[src/rtl/xasf_pkg.sv]
package xasf_pkg;

    typedef enum logic [2:0] {
        OP_ADD = 3'd0,
        OP_ADC = 3'd1,
        OP_SUB = 3'd2,
        OP_SBB = 3'd3,
        OP_INC = 3'd4,
        OP_DEC = 3'd5,
        OP_OR  = 3'd6
    } op_t;

    // flag bit positions in the status word
    localparam int unsigned FLAG_CF = 0;
    localparam int unsigned FLAG_PF = 2;
    localparam int unsigned FLAG_AF = 4;
    localparam int unsigned FLAG_ZF = 6;
    localparam int unsigned FLAG_SF = 7;
    localparam int unsigned FLAG_OF = 11;

    // flags written by each class of operation
    localparam logic [11:0] ARITH_FLAGS  = 12'h8D5;
    localparam logic [11:0] INCDEC_FLAGS = 12'h8D4;
    localparam logic [11:0] LOGIC_FLAGS  = 12'h8C5;

    typedef struct packed {
        logic [2:0]  operation;
        logic        word_size;
        logic [15:0] left_value;
        logic [15:0] right_value;
    } cmd_word_t;

    typedef struct packed {
        logic [15:0] result_value;
        logic [11:0] status_word;
    } rsp_word_t;

endpackage

[src/rtl/x86_alu_status_flags.sv]
// Byte/word ALU with its own flags register (CF, PF, AF, ZF, SF, OF at the usual
// bit positions of a 16-bit flags word). Each command word carries an operation
// (add, adc, sub, sbb, inc, dec, or), a size and two operands; each one gives
// exactly one response word with the truncated result and the full flags word
// after the operation. Adc and sbb take their carry from the stored CF; inc and
// dec keep CF; or clears CF and OF and keeps AF; code 7 is a no-op that returns
// zero and the unchanged flags. Throughput is one word per clock while the
// response side is not stalled: a command register feeds one short add/subtract
// plus flag logic into the response register, and the flags register is written
// in the same edge the response is loaded, so the next command sees the updated
// carry without a bubble. An accepted command waits in the command register and
// moves into the response register once that register is empty or being emptied.
// The response register lets a new command be taken while the previous response
// waits; cmd_stall is raised only when both the command and response registers
// are full and the response side is stalled.
module x86_alu_status_flags
    import xasf_pkg::*;
(
    input  logic      clk,
    input  logic      rst_n,

    // command channel
    input  logic      cmd_valid,
    output logic      cmd_stall,
    input  cmd_word_t cmd_word,

    // response channel
    output logic      rsp_valid,
    input  logic      rsp_stall,
    output rsp_word_t rsp_word
);

    // command register
    logic      cmd_valid_reg;
    cmd_word_t cmd_word_reg;

    // response register
    logic      rsp_valid_reg;
    rsp_word_t rsp_word_reg;
    rsp_word_t rsp_word_next;

    // architectural flags
    logic [11:0] flag_bits_reg;
    logic [11:0] flag_bits_next;

    // handshake control
    logic rsp_load;   // response register takes a new word this edge
    logic cmd_load;   // command register may take a new word this edge

    assign rsp_load  = cmd_valid_reg && (!rsp_valid_reg || !rsp_stall);
    assign cmd_load  = !cmd_valid_reg || rsp_load;
    assign cmd_stall = !cmd_load;

    assign rsp_valid = rsp_valid_reg;
    assign rsp_word  = rsp_word_reg;

    // operand shaping
    op_t         op;
    logic [15:0] a_val;
    logic [15:0] b_val;
    logic        c_in;
    logic [16:0] sum;
    logic [16:0] diff;
    logic [15:0] res;
    logic [15:0] res_masked;
    logic        carry_out;
    logic        sign_a;
    logic        sign_b;
    logic        sign_r;
    logic [11:0] flag_set;
    logic [11:0] flag_clear;

    always_comb
    begin
        op    = op_t'(cmd_word_reg.operation);
        a_val = cmd_word_reg.word_size ? cmd_word_reg.left_value
                                       : {8'h00, cmd_word_reg.left_value[7:0]};
        if (op == OP_INC || op == OP_DEC)
        begin
            b_val = 16'h0001;
        end
        else
        begin
            b_val = cmd_word_reg.word_size ? cmd_word_reg.right_value
                                           : {8'h00, cmd_word_reg.right_value[7:0]};
        end
        c_in = (op == OP_ADC || op == OP_SBB) ? flag_bits_reg[FLAG_CF] : 1'b0;

        sum  = {1'b0, a_val} + {1'b0, b_val} + {16'h0000, c_in};
        // borrow shows as bit 16 for both sizes since operands are zero extended
        diff = {1'b0, a_val} - {1'b0, b_val} - {16'h0000, c_in};

        res        = 16'h0000;
        carry_out  = 1'b0;
        flag_clear = 12'h000;
        flag_set   = 12'h000;

        unique case (op)
            OP_ADD, OP_ADC, OP_INC:
            begin
                res        = sum[15:0];
                carry_out  = cmd_word_reg.word_size ? sum[16] : sum[8];
                flag_clear = (op == OP_INC) ? INCDEC_FLAGS : ARITH_FLAGS;
            end
            OP_SUB, OP_SBB, OP_DEC:
            begin
                res        = diff[15:0];
                carry_out  = diff[16];
                flag_clear = (op == OP_DEC) ? INCDEC_FLAGS : ARITH_FLAGS;
            end
            OP_OR:
            begin
                res        = a_val | b_val;
                flag_clear = LOGIC_FLAGS;
            end
            default:
            begin
                // unused code: no-op, zero result, flags untouched
                res        = 16'h0000;
                flag_clear = 12'h000;
            end
        endcase

        res_masked = cmd_word_reg.word_size ? res : {8'h00, res[7:0]};

        sign_a = cmd_word_reg.word_size ? a_val[15]      : a_val[7];
        sign_b = cmd_word_reg.word_size ? b_val[15]      : b_val[7];
        sign_r = cmd_word_reg.word_size ? res_masked[15] : res_masked[7];

        // parity, zero and sign follow the result for every real operation
        flag_set[FLAG_PF] = ~^res_masked[7:0];
        flag_set[FLAG_ZF] = (res_masked == 16'h0000);
        flag_set[FLAG_SF] = sign_r;

        unique case (op)
            OP_ADD, OP_ADC, OP_INC:
            begin
                flag_set[FLAG_CF] = carry_out && (op != OP_INC);
                flag_set[FLAG_AF] = a_val[4] ^ b_val[4] ^ res_masked[4];
                flag_set[FLAG_OF] = (sign_a == sign_b) && (sign_a != sign_r);
            end
            OP_SUB, OP_SBB, OP_DEC:
            begin
                flag_set[FLAG_CF] = carry_out && (op != OP_DEC);
                flag_set[FLAG_AF] = a_val[4] ^ b_val[4] ^ res_masked[4];
                flag_set[FLAG_OF] = (sign_a != sign_b) && (sign_a != sign_r);
            end
            default:
            begin
                // or keeps only parity/zero/sign; no-op sets nothing
                if (op != OP_OR)
                begin
                    flag_set = 12'h000;
                end
            end
        endcase

        flag_bits_next = (flag_bits_reg & ~flag_clear) | flag_set;

        rsp_word_next.result_value = res_masked;
        rsp_word_next.status_word  = flag_bits_next;
    end

    // control and flags state
    always_ff @(posedge clk or negedge rst_n)
    begin
        if (!rst_n)
        begin
            cmd_valid_reg <= 1'b0;
            rsp_valid_reg <= 1'b0;
            flag_bits_reg <= 12'h000;
        end
        else
        begin
            if (cmd_load)
            begin
                cmd_valid_reg <= cmd_valid;
            end
            if (rsp_load)
            begin
                rsp_valid_reg <= 1'b1;
                flag_bits_reg <= flag_bits_next;
            end
            else if (!rsp_stall)
            begin
                rsp_valid_reg <= 1'b0;
            end
        end
    end

    // payload registers
    always_ff @(posedge clk)
    begin
        if (cmd_load && cmd_valid)
        begin
            cmd_word_reg <= cmd_word;
        end
        if (rsp_load)
        begin
            rsp_word_reg <= rsp_word_next;
        end
    end

endmodule

[config.mk]
export PLATFORM = sky130hd
export DESIGN_NAME = x86_alu_status_flags
export DESIGN_NICKNAME = d
export VERILOG_FILES = /design/src/rtl/xasf_pkg.sv /design/src/rtl/x86_alu_status_flags.sv
export SDC_FILE = /design/constraint.sdc
export NUM_CORES = 1
export LEC_CHECK = 0
export BUFFER_PORTS_ARGS = -buffer_cell sky130_fd_sc_hd__buf_2
export CAP_MARGIN = 15
export CELL_PAD_IN_SITES_DETAIL_PLACEMENT = 1
export CELL_PAD_IN_SITES_GLOBAL_PLACEMENT = 1
export CORE_MARGIN = 10
export CORE_UTILIZATION = 41
export DETAILED_ROUTE_END_ITERATION = 16
export PLACE_DENSITY_LB_ADDON = 0.1
export RECOVER_POWER = 25
export REMOVE_ABC_BUFFERS = 1
export SYNTH_ARGS = -nofsm -noshare
export SYNTH_HDL_FRONTEND = slang
export SYNTH_SLANG_ARGS = --single-unit
[constraint.sdc]
create_clock -name clk -period 3.5 [get_ports clk]
set_input_delay 0.175 -clock clk [delete_from_list [all_inputs] [get_ports clk]]
set_output_delay 0.175 -clock clk [all_outputs]
set_load 0.03 [all_outputs]
== After elaboration in Yosys (flattened, before gate mapping) ==
Cells that the tools add are included.

* Register bits: 78
* Latch bits: 0
* Memory bits (writable): 0
* ROM bits: 0
* Input bits: 40
* Output and inout port bits: 30
* Logic and storage cells: 74
* Memories kept: 0

* Add/sub/neg operators: 4
* Multiply operators: 0
* Divide/modulo/power cells: 0
* $lt $le $gt $ge: 0
* Equality and inequality tests: 13
* Shift-type cells: 0
* Multiplexer cells: 22
* Bitwise operators: 6
* Reductions and logical operators: 20

{| class="wikitable"
|+ Operators by type and width
! cell !! count
|-
| $mux W16 || 4
|-
| $pmux W16 S3 || 1
|-
| $pmux W12 S3 || 1
|-
| $add A16 B16 Y17 || 1
|-
| $add A17 B1 Y17 || 1
|-
| $sub A16 B16 Y17 || 1
|-
| $sub A17 B1 Y17 || 1
|-
| $logic_not A16 Y1 || 1
|-
| $or A16 B16 Y16 || 1
|-
| $and A12 B12 Y12 || 1
|-
| $not A12 Y12 || 1
|-
| $or A12 B12 Y12 || 1
|-
| $mux W1 || 10
|-
| $eq A3 B3 Y1 const B || 3
|-
| $ne A3 B3 Y1 const B || 3
|-
| $mux W8 || 1
|-
| $reduce_xnor A8 Y1 || 1
|-
| $eq A3 B2 Y1 const B || 2
|-
| $logic_and A1 B1 Y1 || 6
|-
| $mux W6 || 1
|-
| $pmux W1 S2 || 3
|-
| $reduce_or A3 Y1 || 2
|-
| $reduce_or A6 Y1 || 1
|-
| $logic_not A1 Y1 || 4
|-
| other kinds (8) || 13
|}

== Longest topological paths before layout ==
Gate-level depths: netlist of the first run.

* Depth in word-level cells: 12
* Gate-level depth with buffers: 21
* Mapped depth without buffers: 21

== Worst setup path before layout of the first run ==
Ideal clock, no wire load.

* Kind: reg-to-reg
* From: reg cmd_word_reg, in the netlist op[2]
* To: reg rsp_word_reg, in the netlist rsp_word[6], data pin
* Setup time: 0.133 ns
* Data arrival time: 3.599 ns
* Required time: 3.367 ns
* Path slack: -0.232 ns
* Cell stages (with the launch flop): 22
* Path buffers: 2
* Clock period less this slack: 3.732 ns
* Cell sequence: edfxtp_1 -> buf_2 -> clkbuf_1 -> or2_2 -> inv_1 -> fa_1 -> inv_1 -> fa_1 -> nor3b_1 -> o21ai_0 -> a21oi_1 -> xnor2_1 -> a31oi_1 -> nor2b_1 -> a211oi_1 -> ha_1 -> nand4_1 -> nor2_1 -> and3b_1 -> o2111ai_1 -> nor3_2 -> a32o_1

* Word-level cells in the longest chain between the ends: 11
* Elaborated cells between the ends (all ways): 29
* Classes of those cells: add/sub: 4; eq/ne: 7; mux: 7; bitwise: 4; reduce/logical: 7

{| class="wikitable"
|+ Ends and longest elaborated chain
! what !! line !! text
|-
| from (decl) || x86_alu_status_flags.sv:35 || <nowiki>cmd_word_t cmd_word_reg;</nowiki>
|-
| from (signal assigned) || x86_alu_status_flags.sv:196 || <nowiki>cmd_word_reg <= cmd_word;</nowiki>
|-
| $eq A3 B3 Y1 || x86_alu_status_flags.sv:78, x86_alu_status_flags.sv:98, x86_alu_status_flags.sv:135 ||
|-
| $logic_or A1 B1 Y1 || x86_alu_status_flags.sv:78 || <nowiki>if (op == OP_INC || op == OP_DEC)</nowiki>
|-
| $mux W16 || x86_alu_status_flags.sv:78 ||
|-
| $sub A16 B16 Y17 or $add A16 B16 Y17 (tied branches) || x86_alu_status_flags.sv:91, x86_alu_status_flags.sv:89 ||
|-
| $sub A17 B1 Y17 or $add A17 B1 Y17 (tied branches) || x86_alu_status_flags.sv:91, x86_alu_status_flags.sv:89 ||
|-
| $pmux W16 S3 || x86_alu_status_flags.sv:98 || <nowiki>unique case (op)</nowiki>
|-
| $mux W16 || x86_alu_status_flags.sv:124 || <nowiki>res_masked = cmd_word_reg.word_size ? res : {8'h00, res[7:0]};</nowiki>
|-
| $logic_not A16 Y1 || x86_alu_status_flags.sv:132 || <nowiki>flag_set[FLAG_ZF] = (res_masked == 16'h0000);</nowiki>
|-
| $mux W8 || x86_alu_status_flags.sv:151 || <nowiki>if (op != OP_OR)</nowiki>
|-
| $mux W6 || x86_alu_status_flags.sv:135 || <nowiki>unique case (op)</nowiki>
|-
| $or A12 B12 Y12 (*) || x86_alu_status_flags.sv:158 || <nowiki>flag_bits_next = (flag_bits_reg & ~flag_clear) | flag_set;</nowiki>
|-
| named net flag_bits_next[6] || x86_alu_status_flags.sv:44 || <nowiki>logic [11:0] flag_bits_next;</nowiki>
|-
| to (signal assigned) || x86_alu_status_flags.sv:200 || <nowiki>rsp_word_reg <= rsp_word_next;</nowiki>
|-
| to (decl) || x86_alu_status_flags.sv:39 || <nowiki>rsp_word_t rsp_word_reg;</nowiki>
|}

The timed path passes the listed nets; every way through them passes the cells marked *.
A chain may end at the register's enable or synchronous reset.

== Worst setup path in the final report of the first run ==
Same ends and word-level chain as after synthesis.

==> qor.txt, run 1 <==
worst endpoint required time - 3700 ps
Hold Violations, Final - 0
Total Die Area - 17130 µm²
Max-slew headroom - 36.32%
Top FF cell, synth - edfxtp_1
failing checks - negative setup slack
Netlist cell types - 63
core area - 12010 µm²
detailed-route wire length per cell - 19.66 µm
Cell Area, Synth - 5042 µm²
starting DRC count in detailed routing - 300
worst-skew pair later-pin latency - 350 ps
Max Cap Violations - 0
worst hold start - cmd_word[12]
Crit. End Element - flop
end of the critical path - rsp_word[6]
Critical Path Max Stage Delay - 440 ps
Area growth, synth to finish - 46.80%
LEAKAGE - 3.426 nW
Chip Height - 130.9 µm
Residual DRC - 0
setup violators final - 9
worst flop-to-flop path startpoint - op[2]
Hold Crit Class - in -> reg
PD cells - 479.5 nW/µm²
Peak VDD IR - 0.3146 mV
vias in the first global route - 5079
DR pass1 iterations - 4
critical path class - reg -> reg
Tot Pwr - 3.549 mW
Slowest-stage cell, CP - edfxtp_1
Slew Viols, Final - 0
CP top delay family - simple AND/OR/NAND/NOR gates
Post-Layout Cell Count - 875
vias per inst - 5.294
first-pass GRT wire length - 26780 µm
Initial Utilization - 41.98%
Vias - 4632
Synth Area in XOR/XNOR - 4.690%
Worst EP arrival - 3970 ps
max FFs per register - 33
EDFF count, synth - 58
Synth Instances - 522
total routed wirelength - 17210 µm
Setup Skew - 12.81 ps
register area share after synthesis - 38.51%
cell depth of the worst flop-to-flop path - 19
crit-path max FO - 4
R2R Setup Slk - -260 ps
Synth Area per Inst - 9.660 µm²
f_max - 265.8 MHz
gr usage total - 20.24%
TritonCTS Buffers - 9
port bufs - 63
clock root buffer - clkbuf_16
CP Launch Point - op[2]
number of buffer and inverter stages on the critical path - 2
share of cells above drive strength 1 - 41.76%
clock slew at reported path FFs - 60 ps
startpoint type of the worst setup path - flop
remaining antenna violation count - 0
RR Endpoint - rsp_word[6]
CTS Sinks - 66
Die Width - 130.9 µm
post-DP HPWL - 12120 µm
RSZ-0062 raised after global routing - true
GRT Residual Overflow - 0
post-synthesis simple-gate area fraction - 13.82%
clock buffer depth - 2
initial antenna violation count - 1
Crit path depth - 19
GPL Wtd Cong - 0.8695
# diodes - 0
Setup WS post-layout - -262.8 ps
outcome - finished, violations left
I/O Pins - 70
CP cell instances - or2_4 -> inv_2 -> fa_2 -> inv_2 -> fa_2 -> nor3b_4 -> o21ai_1 -> a21oi_2 -> xnor2_1 -> mux2i_1 -> nor2_1 -> a211oi_2 -> ha_2 -> nand4_1 -> nor2_1 -> and3b_1 -> o2111ai_2 -> nor3_2 -> a32o_1
post-synthesis mux area share - 1.017%
CTS tree - built
adder-cell share of the synthesized area - 17.72%
Compound-Gate Fraction of Synth Area - 17.49%
num rows - 40
asr flop ratio synth - 12.12%
Ys Warns - 0
Final Critical Period - 3763 ps
largest net degree at the start of global routing - 37
FF+latch count, synth - 66
Worst-Margin Slew - 954.2 ps
Placed Cells - 828
number of nets in the layout - 832
Final Cycle Share - 107.5%
number of H-tree levels - 3
largest family of logic cells by synthesized area - adder cells
[area by class of cell]
cell class	count	area (µm²)
Clock buffer	9	225.2
Clock inverter	7	93.84
Fill cell	1345	4609
Inverter	69	259.0
Multi-Input combinational cell	378	3321
Sequential cell	66	1942
Tap cell	147	183.9
Timing Repair Buffer	199	1378
[cells in the mapped netlist, types with 5 or more instances]
library cell | instances | area [µm²]
clkbuf_1 | 6 | 22.52
a21oi_1 | 31 | 155.2
o21a_1 | 6 | 45.04
nor2b_1 | 5 | 31.28
xnor2_1 | 15 | 131.4
nand2_1 | 54 | 202.7
dfrtp_1 | 8 | 200.2
nand2b_1 | 9 | 56.30
a211oi_1 | 7 | 52.55
buf_4 | 6 | 45.04
a21o_1 | 9 | 67.56
xor2_1 | 12 | 105.1
ha_1 | 65 | 813.3
nor2_1 | 36 | 135.1
o21ai_0 | 20 | 100.1
o22ai_1 | 9 | 56.30
inv_1 | 69 | 259.0
a31oi_1 | 5 | 31.28
nand3_1 | 9 | 45.04
edfxtp_1 | 58 | 1742
[metal layers]
metal	wire length, µm	part of all wire, %	track usage (%)
met5	0	0	0
met1	7576	44	24.86
met3	839	4.9	4.150
met4	278	1.6	6.475
met2	8510	49	34.73
[layout by cell type (no fill, tap or decap), drive strengths merged, types with 7 or more instances in the layout]
master | synthesis | final
xnor2 | 15 | 15
o21a | 7 | 7
a21oi | 32 | 32
xor2 | 12 | 12
ha | 65 | 65
o22ai | 9 | 9
dlygate4sd3 | 0 | 14
a211oi | 7 | 7
inv | 69 | 69
nand2 | 54 | 54
nand3 | 9 | 9
nor2 | 36 | 36
dfrtp | 8 | 8
a21o | 9 | 9
clkbuf | 6 | 10
o21ai | 21 | 21
nand2b | 9 | 9
buf | 8 | 184
edfxtp | 58 | 58
[worst min-delay path by stage]
stage | end | slack, ps | cells after the start
CTS | cmd_word_reg[2] | 0.3 | 1
floorplan | cmd_valid_reg | -120 | 0
global route | op[2] | -2 | 1
detailed placement | cmd_valid_reg | 40 | 1
global placement | rsp_valid | 40 | 1
finish | cmd_word_reg[12] | 8 | 1
[kinds of logic after synthesis]
logic type               after synthesis
flip-flops                            66
buffers and inverters                 83
other                                  1
adder cells (fa/ha/maj)               69
XOR/XNOR                              27
multiplexers                           5
AND/OR/NAND/NOR                      146
AO/OA/AOI/OAI                        125
[power by group]
part / internal (mW) / switching [mW] / total [mW]
clock: 0.621 / 0.352 / 0.973
sequential: 0.978 / 0.0353 / 1.01
combinational: 0.727 / 0.836 / 1.56
[worst reg2reg max path: cells and delay by family (launching register included)]
family | cells | cell delay, ps
compound gates | 5 | 820
xor+xnor | 1 | 130
flops | 1 | 440
simple gates | 7 | 1160
buf+inv | 2 | 110
mux | 1 | 170
fa+ha+maj | 3 | 800
[repair_timing]
| item | 4_1_cts | 5_1_grt |
|---|---|---|
| hold buffers | 8 | 6 |
| hold endpoints to repair | 15 | 6 |
| endpoints found under the setup margin | 13 | 16 |
| pin swaps | 28 | 31 |
| resized for setup | 64 | 50 |
| setup buffers | 15 | 6 |
[through the flow]
stage	TNS, ps	instance area [µm²]	hold slack [ps]	worst slack (ps)	util [%]
4_1_cts	-367.1	7092	0.2525	-196.3	59.04
3_5_place_dp	-2922	6272	43.60	-491.2	52.22
2_1_floorplan	-1349	4984	-120.6	-370.7	-
6_report	-1094	7402	8.250	-262.8	61.63
3_3_place_gp	-1056	6272	37.14	-229.5	52.22
5_1_grt	-2862	7402	-1.661	-496.8	61.63
Note: power is estimated with default switching activity, not from simulation.
==> run 2, diff against run 1 <==
--- a/config.mk
+++ b/config.mk
@@ -5,13 +5,13 @@
 export SDC_FILE = /design/constraint.sdc
 export NUM_CORES = 1
 export LEC_CHECK = 0
-export BUFFER_PORTS_ARGS = -buffer_cell sky130_fd_sc_hd__buf_2
 export CAP_MARGIN = 15
 export CELL_PAD_IN_SITES_DETAIL_PLACEMENT = 1
 export CELL_PAD_IN_SITES_GLOBAL_PLACEMENT = 1
 export CORE_MARGIN = 10
-export CORE_UTILIZATION = 41
+export CORE_UTILIZATION = 45
 export DETAILED_ROUTE_END_ITERATION = 16
+export DONT_BUFFER_PORTS = 1
 export PLACE_DENSITY_LB_ADDON = 0.1
 export RECOVER_POWER = 25
 export REMOVE_ABC_BUFFERS = 1
==> constraint.sdc (replaced) <==
create_clock -name clk -period 3.44 [get_ports clk]
set_input_delay 0.172 -clock clk [delete_from_list [all_inputs] [get_ports clk]]
set_output_delay 0.172 -clock clk [all_outputs]
set_load 0.03 [all_outputs]
==> qor.txt, run 2 (synthesis results as in run 1) <==
outcome - finished, violations left
failing checks - negative setup slack
starting DRC count in detailed routing - 371
CP Launch Point - op[1]
number of nets in the layout - 812
setup violators final - 13
post-DP HPWL - 12460 µm
total routed wirelength - 19740 µm
clock slew at reported path FFs - 70 ps
Final Cycle Share - 113.1%
Core Util, Final - 68.38%
max FFs per register - 33
GPL Wtd Cong - 0.8691
Area growth, synth to finish - 47.64%
Worst EP arrival - 4130 ps
Peak VDD IR - 0.2862 mV
Setup WS post-layout - -452.0 ps
most frequent cells in the layout - 134 x buf_4, 64 x inv_1, 58 x edfxtp_1
Max-slew headroom - 37.24%
end of the critical path - rsp_word[6]
critical path class - reg -> reg
LEAKAGE - 3.342 nW
initial antenna violation count - 0
worst-skew pair later-pin latency - 380 ps
Vias - 4829
num rows - 38
remaining antenna violation count - 0
Crit. End Element - flop
largest net degree at the start of global routing - 37
Post-Place Worst Slack - -568.9 ps
clock root buffer - clkbuf_8
first-pass GRT wire length - 29020 µm
R2R Setup Slk - -450 ps
DR pass1 iterations - 4
number of H-tree levels - 3
Hold Crit Class - in -> reg
TritonCTS Buffers - 9
share of cells above drive strength 1 - 38.14%
RR Endpoint - rsp_word[6]
CTS tree - built
Initial Utilization - 46.31%
I/O Pins - 70
filler instances - 1137
Final Critical Period - 3892 ps
RSZ-0062 raised after global routing - true
GRT Residual Overflow - 0
core area - 10890 µm²
vias in the first global route - 5300
clock buffer depth - 2
cell depth of the worst flop-to-flop path - 21
port bufs - 0
worst flop-to-flop path startpoint - op[1]
most common cell after layout, fill and taps aside - buf_4
Slew Viols, Final - 0
vias per inst - 5.695
worst endpoint required time - 3680 ps
Die Width - 125.9 µm
PD cells - 463.8 nW/µm²
detailed-route wire length per cell - 23.27 µm
Fin Setup TNS - -3291 ps
Residual DRC - 0
f_max - 256.9 MHz
Chip Height - 125.9 µm
Max Cap Violations - 0
Hold Violations, Final - 0
gr usage total - 22.86%
crit-path max FO - 7
Worst-Margin Slew - 940.4 ps
# diodes - 0
Total Die Area - 15840 µm²
startpoint type of the worst setup path - flop
CTS Sinks - 66
Setup Skew - 6.203 ps
==> run 2: power breakdown <==
part	switching [mW]	internal (mW)
clock network	0.326	0.406
logic	0.835	0.759
registers	0.128	0.998
==> run 2: metal layers <==
metal / vias up / wire length [µm] / share of wire, % / track usage (%)
met5: - / 0 / 0 / 0
met1: 2408 / 8468 / 43 / 28.25
li1: 2185 / - / - / -
met2: 186 / 9612 / 49 / 38.09
met4: 0 / 608 / 3.1 / 9.377
met3: 50 / 1046 / 5.3 / 4.698
==> run 2: critical path, cell delays in order, from the launching register on <==
cell and delay, ps:
edfxtp_1 410, inv_2 80, nand2_2 100, buf_6 160
nand2_1 120, inv_1 90, ha_1 200, inv_1 110
ha_4 230, a21oi_2 160, o21ai_0 170, a31oi_2 260
xor2_1 240, o22ai_1 130, a21oi_2 170, ha_2 190
nand4_1 80, nor2_1 110, and3b_1 180, o2111ai_2 130
nor3_2 210, a32o_2 220
==> run 2: area by class of cell <==
| type | count | area (µm²) | area share, % |
|---|---|---|---|
| well taps | 140 | 175.2 | 2.353 |
| inverters | 69 | 259.0 | 3.479 |
| clock inverters | 7 | 93.84 | 1.261 |
| multi-input cells | 378 | 3378 | 45.38 |
| flip-flops and latches | 66 | 1942 | 26.08 |
| clock buffers | 9 | 123.9 | 1.664 |
| repair buffers | 179 | 1473 | 19.78 |
==> run 2: timing repair <==
action,4_1_cts,5_1_grt
hold buffers,39,0
resized for setup,77,48
hold endpoints to repair,46,0
setup endpoints to repair,15,16
pin swaps,37,27
buffers inserted,13,7
==> run 2: through the flow <==
stage          cells  power, mW  hold slack, ps  instance area, µm²
6_report         848      3.453           18.51                7445
5_1_grt          848      3.598           28.67                7445
4_1_cts          841      3.226           12.94                7144
3_5_place_dp     773      2.303          -123.3                6061
3_3_place_gp     773      2.256          -123.2                6061
2_1_floorplan    513      1.800          -123.6                4984
==> run 2: worst min path at each step <==
stage | startpoint | end | cells past startpoint
finish | rsp_stall | cmd_valid_reg | 2
global route | rsp_stall | cmd_valid_reg | 2
CTS | rsp_stall | cmd_valid_reg | 2
detailed placement | rst_n | rsp_valid | 0
global placement | rst_n | rsp_valid | 0
floorplan | rst_n | cmd_valid_reg | 0
==> run 3, diff against run 2 <==
--- a/config.mk
+++ b/config.mk
@@ -5,13 +5,13 @@
 export SDC_FILE = /design/constraint.sdc
 export NUM_CORES = 1
 export LEC_CHECK = 0
+export BUFFER_PORTS_ARGS = -buffer_cell sky130_fd_sc_hd__buf_2
 export CAP_MARGIN = 15
 export CELL_PAD_IN_SITES_DETAIL_PLACEMENT = 1
 export CELL_PAD_IN_SITES_GLOBAL_PLACEMENT = 1
 export CORE_MARGIN = 10
-export CORE_UTILIZATION = 45
+export CORE_UTILIZATION = 41
 export DETAILED_ROUTE_END_ITERATION = 16
-export DONT_BUFFER_PORTS = 1
 export PLACE_DENSITY_LB_ADDON = 0.1
 export RECOVER_POWER = 25
 export REMOVE_ABC_BUFFERS = 1
==> qor.txt, run 3 (synthesis results as in run 1) <==
Crit path depth - 19
most common cell after layout, fill and taps aside - buf_4
CP cell instances - or2_4 -> inv_2 -> fa_2 -> inv_2 -> fa_2 -> nor3b_2 -> o21ai_2 -> a21oi_2 -> xnor2_2 -> mux2i_1 -> nor2_1 -> a211oi_2 -> ha_2 -> nand4_1 -> nor2_1 -> and3b_1 -> o2111ai_2 -> nor3_2 -> a32o_1
clock buffer depth - 2
Worst EP arrival - 4010 ps
Slew Viols, Final - 0
detailed-route wire length per cell - 21.28 µm
Max Cap Violations - 0
critical path class - reg -> reg
Slowest-stage cell, CP - edfxtp_1
Setup WS post-layout - -350.9 ps
num rows - 40
worst endpoint required time - 3660 ps
Die Width - 130.9 µm
LEAKAGE - 3.617 nW
vias in the first global route - 5292
Hold Crit Class - in -> reg
port bufs - 63
GPL Wtd Cong - 0.8874
share of cells above drive strength 1 - 42.43%
I/O Pins - 70
Hold Violations, Final - 0
failing checks - negative setup slack
Fin Setup TNS - -2289 ps
outcome - finished, violations left
worst flop-to-flop path startpoint - op[2]
Initial Utilization - 41.98%
cell depth of the worst flop-to-flop path - 19
first-pass GRT wire length - 27700 µm
sw power - 1.310 mW
startpoint type of the worst setup path - flop
Residual DRC - 0
setup violators final - 15
number of nets in the layout - 870
vias per inst - 5.413
Total Die Area - 17130 µm²
crit-path max FO - 3
Internal - 2.444 mW
Vias - 4942
Placed Cells - 837
initial antenna violation count - 0
remaining antenna violation count - 0
CP Launch Point - op[2]
Worst-Margin Slew - 940.2 ps
worst hold start - cmd_word[14]
DR pass1 iterations - 7
PD cells - 479.2 nW/µm²
# diodes - 0
Max-slew headroom - 37.32%
WHS Path Cells - 1
most frequent cells in the layout - 125 x buf_4, 62 x buf_2, 61 x inv_1
total routed wirelength - 19430 µm
Setup Skew - 9.271 ps
gr usage total - 21.10%
Clock Power Share - 26.8%
Chip Height - 130.9 µm
RSZ-0062 raised after global routing - true
Area growth, synth to finish - 55.36%
core area - 12010 µm²
number of H-tree levels - 3
logic gate share of total power - 45.7%
clock root buffer - clkbuf_16
largest net degree at the start of global routing - 37
CTS tree - built
CTS Sinks - 66
clock slew at reported path FFs - 60 ps
Seq pwr share - 27.5%
number of buffer and inverter stages on the critical path - 2
CP top delay family - simple AND/OR/NAND/NOR gates
Post-Layout Cell Count - 913
TritonCTS Buffers - 9
starting DRC count in detailed routing - 232
Final Critical Period - 3791 ps
switching part of the total - 34.90%
max FFs per register - 33
Final Cycle Share - 110.2%
Peak VDD IR - 0.3962 mV
Crit. End Element - flop
Critical Path Max Stage Delay - 440 ps
GRT Residual Overflow - 0
post-DP HPWL - 12110 µm
worst-skew pair later-pin latency - 360 ps
f_max - 263.8 MHz
run 3: cell type report:
| cell class | instances | area, µm² |
|---|---|---|
| Timing Repair Buffer | 237 | 1759 |
| Fill cell | 1298 | 4178 |
| Clock buffer | 9 | 225.2 |
| Tap cell | 147 | 183.9 |
| Sequential cell | 66 | 1942 |
| Clock inverter | 7 | 93.84 |
| Inverter | 69 | 259.0 |
| Multi-Input combinational cell | 378 | 3371 |
run 3: final timing paths:
path                       slack (ps)                 to
max                              -350        rsp_word[6]
min                                20   cmd_word_reg[14]
max reg2reg                      -350        rsp_word[6]
min reg2reg                       490   flag_bits_reg[7]
max in group asynchronous        2790  flag_bits_reg[11]
min in group asynchronous         300   flag_bits_reg[0]
run 3: layer usage:
| metal | global-route usage (%) | vias to the layer above | share of wire, % |
|---|---|---|---|
| li1 | - | 2292 | - |
| met1 | 25.29 | 2462 | 42 |
| met2 | 36.31 | 141 | 50 |
| met3 | 3.546 | 47 | 4.7 |
| met4 | 9.483 | 0 | 3.2 |
| met5 | 0 | - | 0 |
run 3: power by group through the flow:
stage | registers [mW] | logic (mW) | clock network, mW
2_1_floorplan | 1.13 | 0.670 | 0
3_3_place_gp | 1.04 | 1.26 | 0
3_5_place_dp | 1.05 | 1.30 | 0
4_1_cts | 1.03 | 1.50 | 1.01
5_1_grt | 1.04 | 1.83 | 1.05
6_report | 1.03 | 1.72 | 1.00
run 3: metrics by stage:
stage	hold slack, ps	setup WS [ps]	total power [mW]	cell area [µm²]	utilization [%]
after global routing	18.83	-539.5	3.925	7834	65.22
after global placement	33.53	-294.3	2.296	6340	52.78
after floorplan	-123.6	-430.7	1.800	4984	-
after CTS	4.960	-240.3	3.540	7506	62.49
final	17.22	-350.9	3.754	7834	65.22
after detailed placement	34.57	-478.4	2.342	6340	52.78
run 3: worst reg2reg max path, stage by stage (launching register included):
cell	delay [ps]
edfxtp_1	440
or2_4	280
inv_2	60
fa_2	190
inv_2	50
fa_2	390
nor3b_2	240
o21ai_2	100
a21oi_2	190
xnor2_2	110
mux2i_1	140
nor2_1	80
a211oi_2	270
ha_2	230
nand4_1	90
nor2_1	130
and3b_1	190
o2111ai_2	130
nor3_2	160
a32o_1	180
run 3: timing repair:
item                                   in CTS  in global routing
setup endpoints to repair                  15                 16
endpoints found under the hold margin      43                  0
pin swaps                                  27                 39
resized for setup                          74                 59
hold buffers                               36                  0
setup buffers                              17                  7
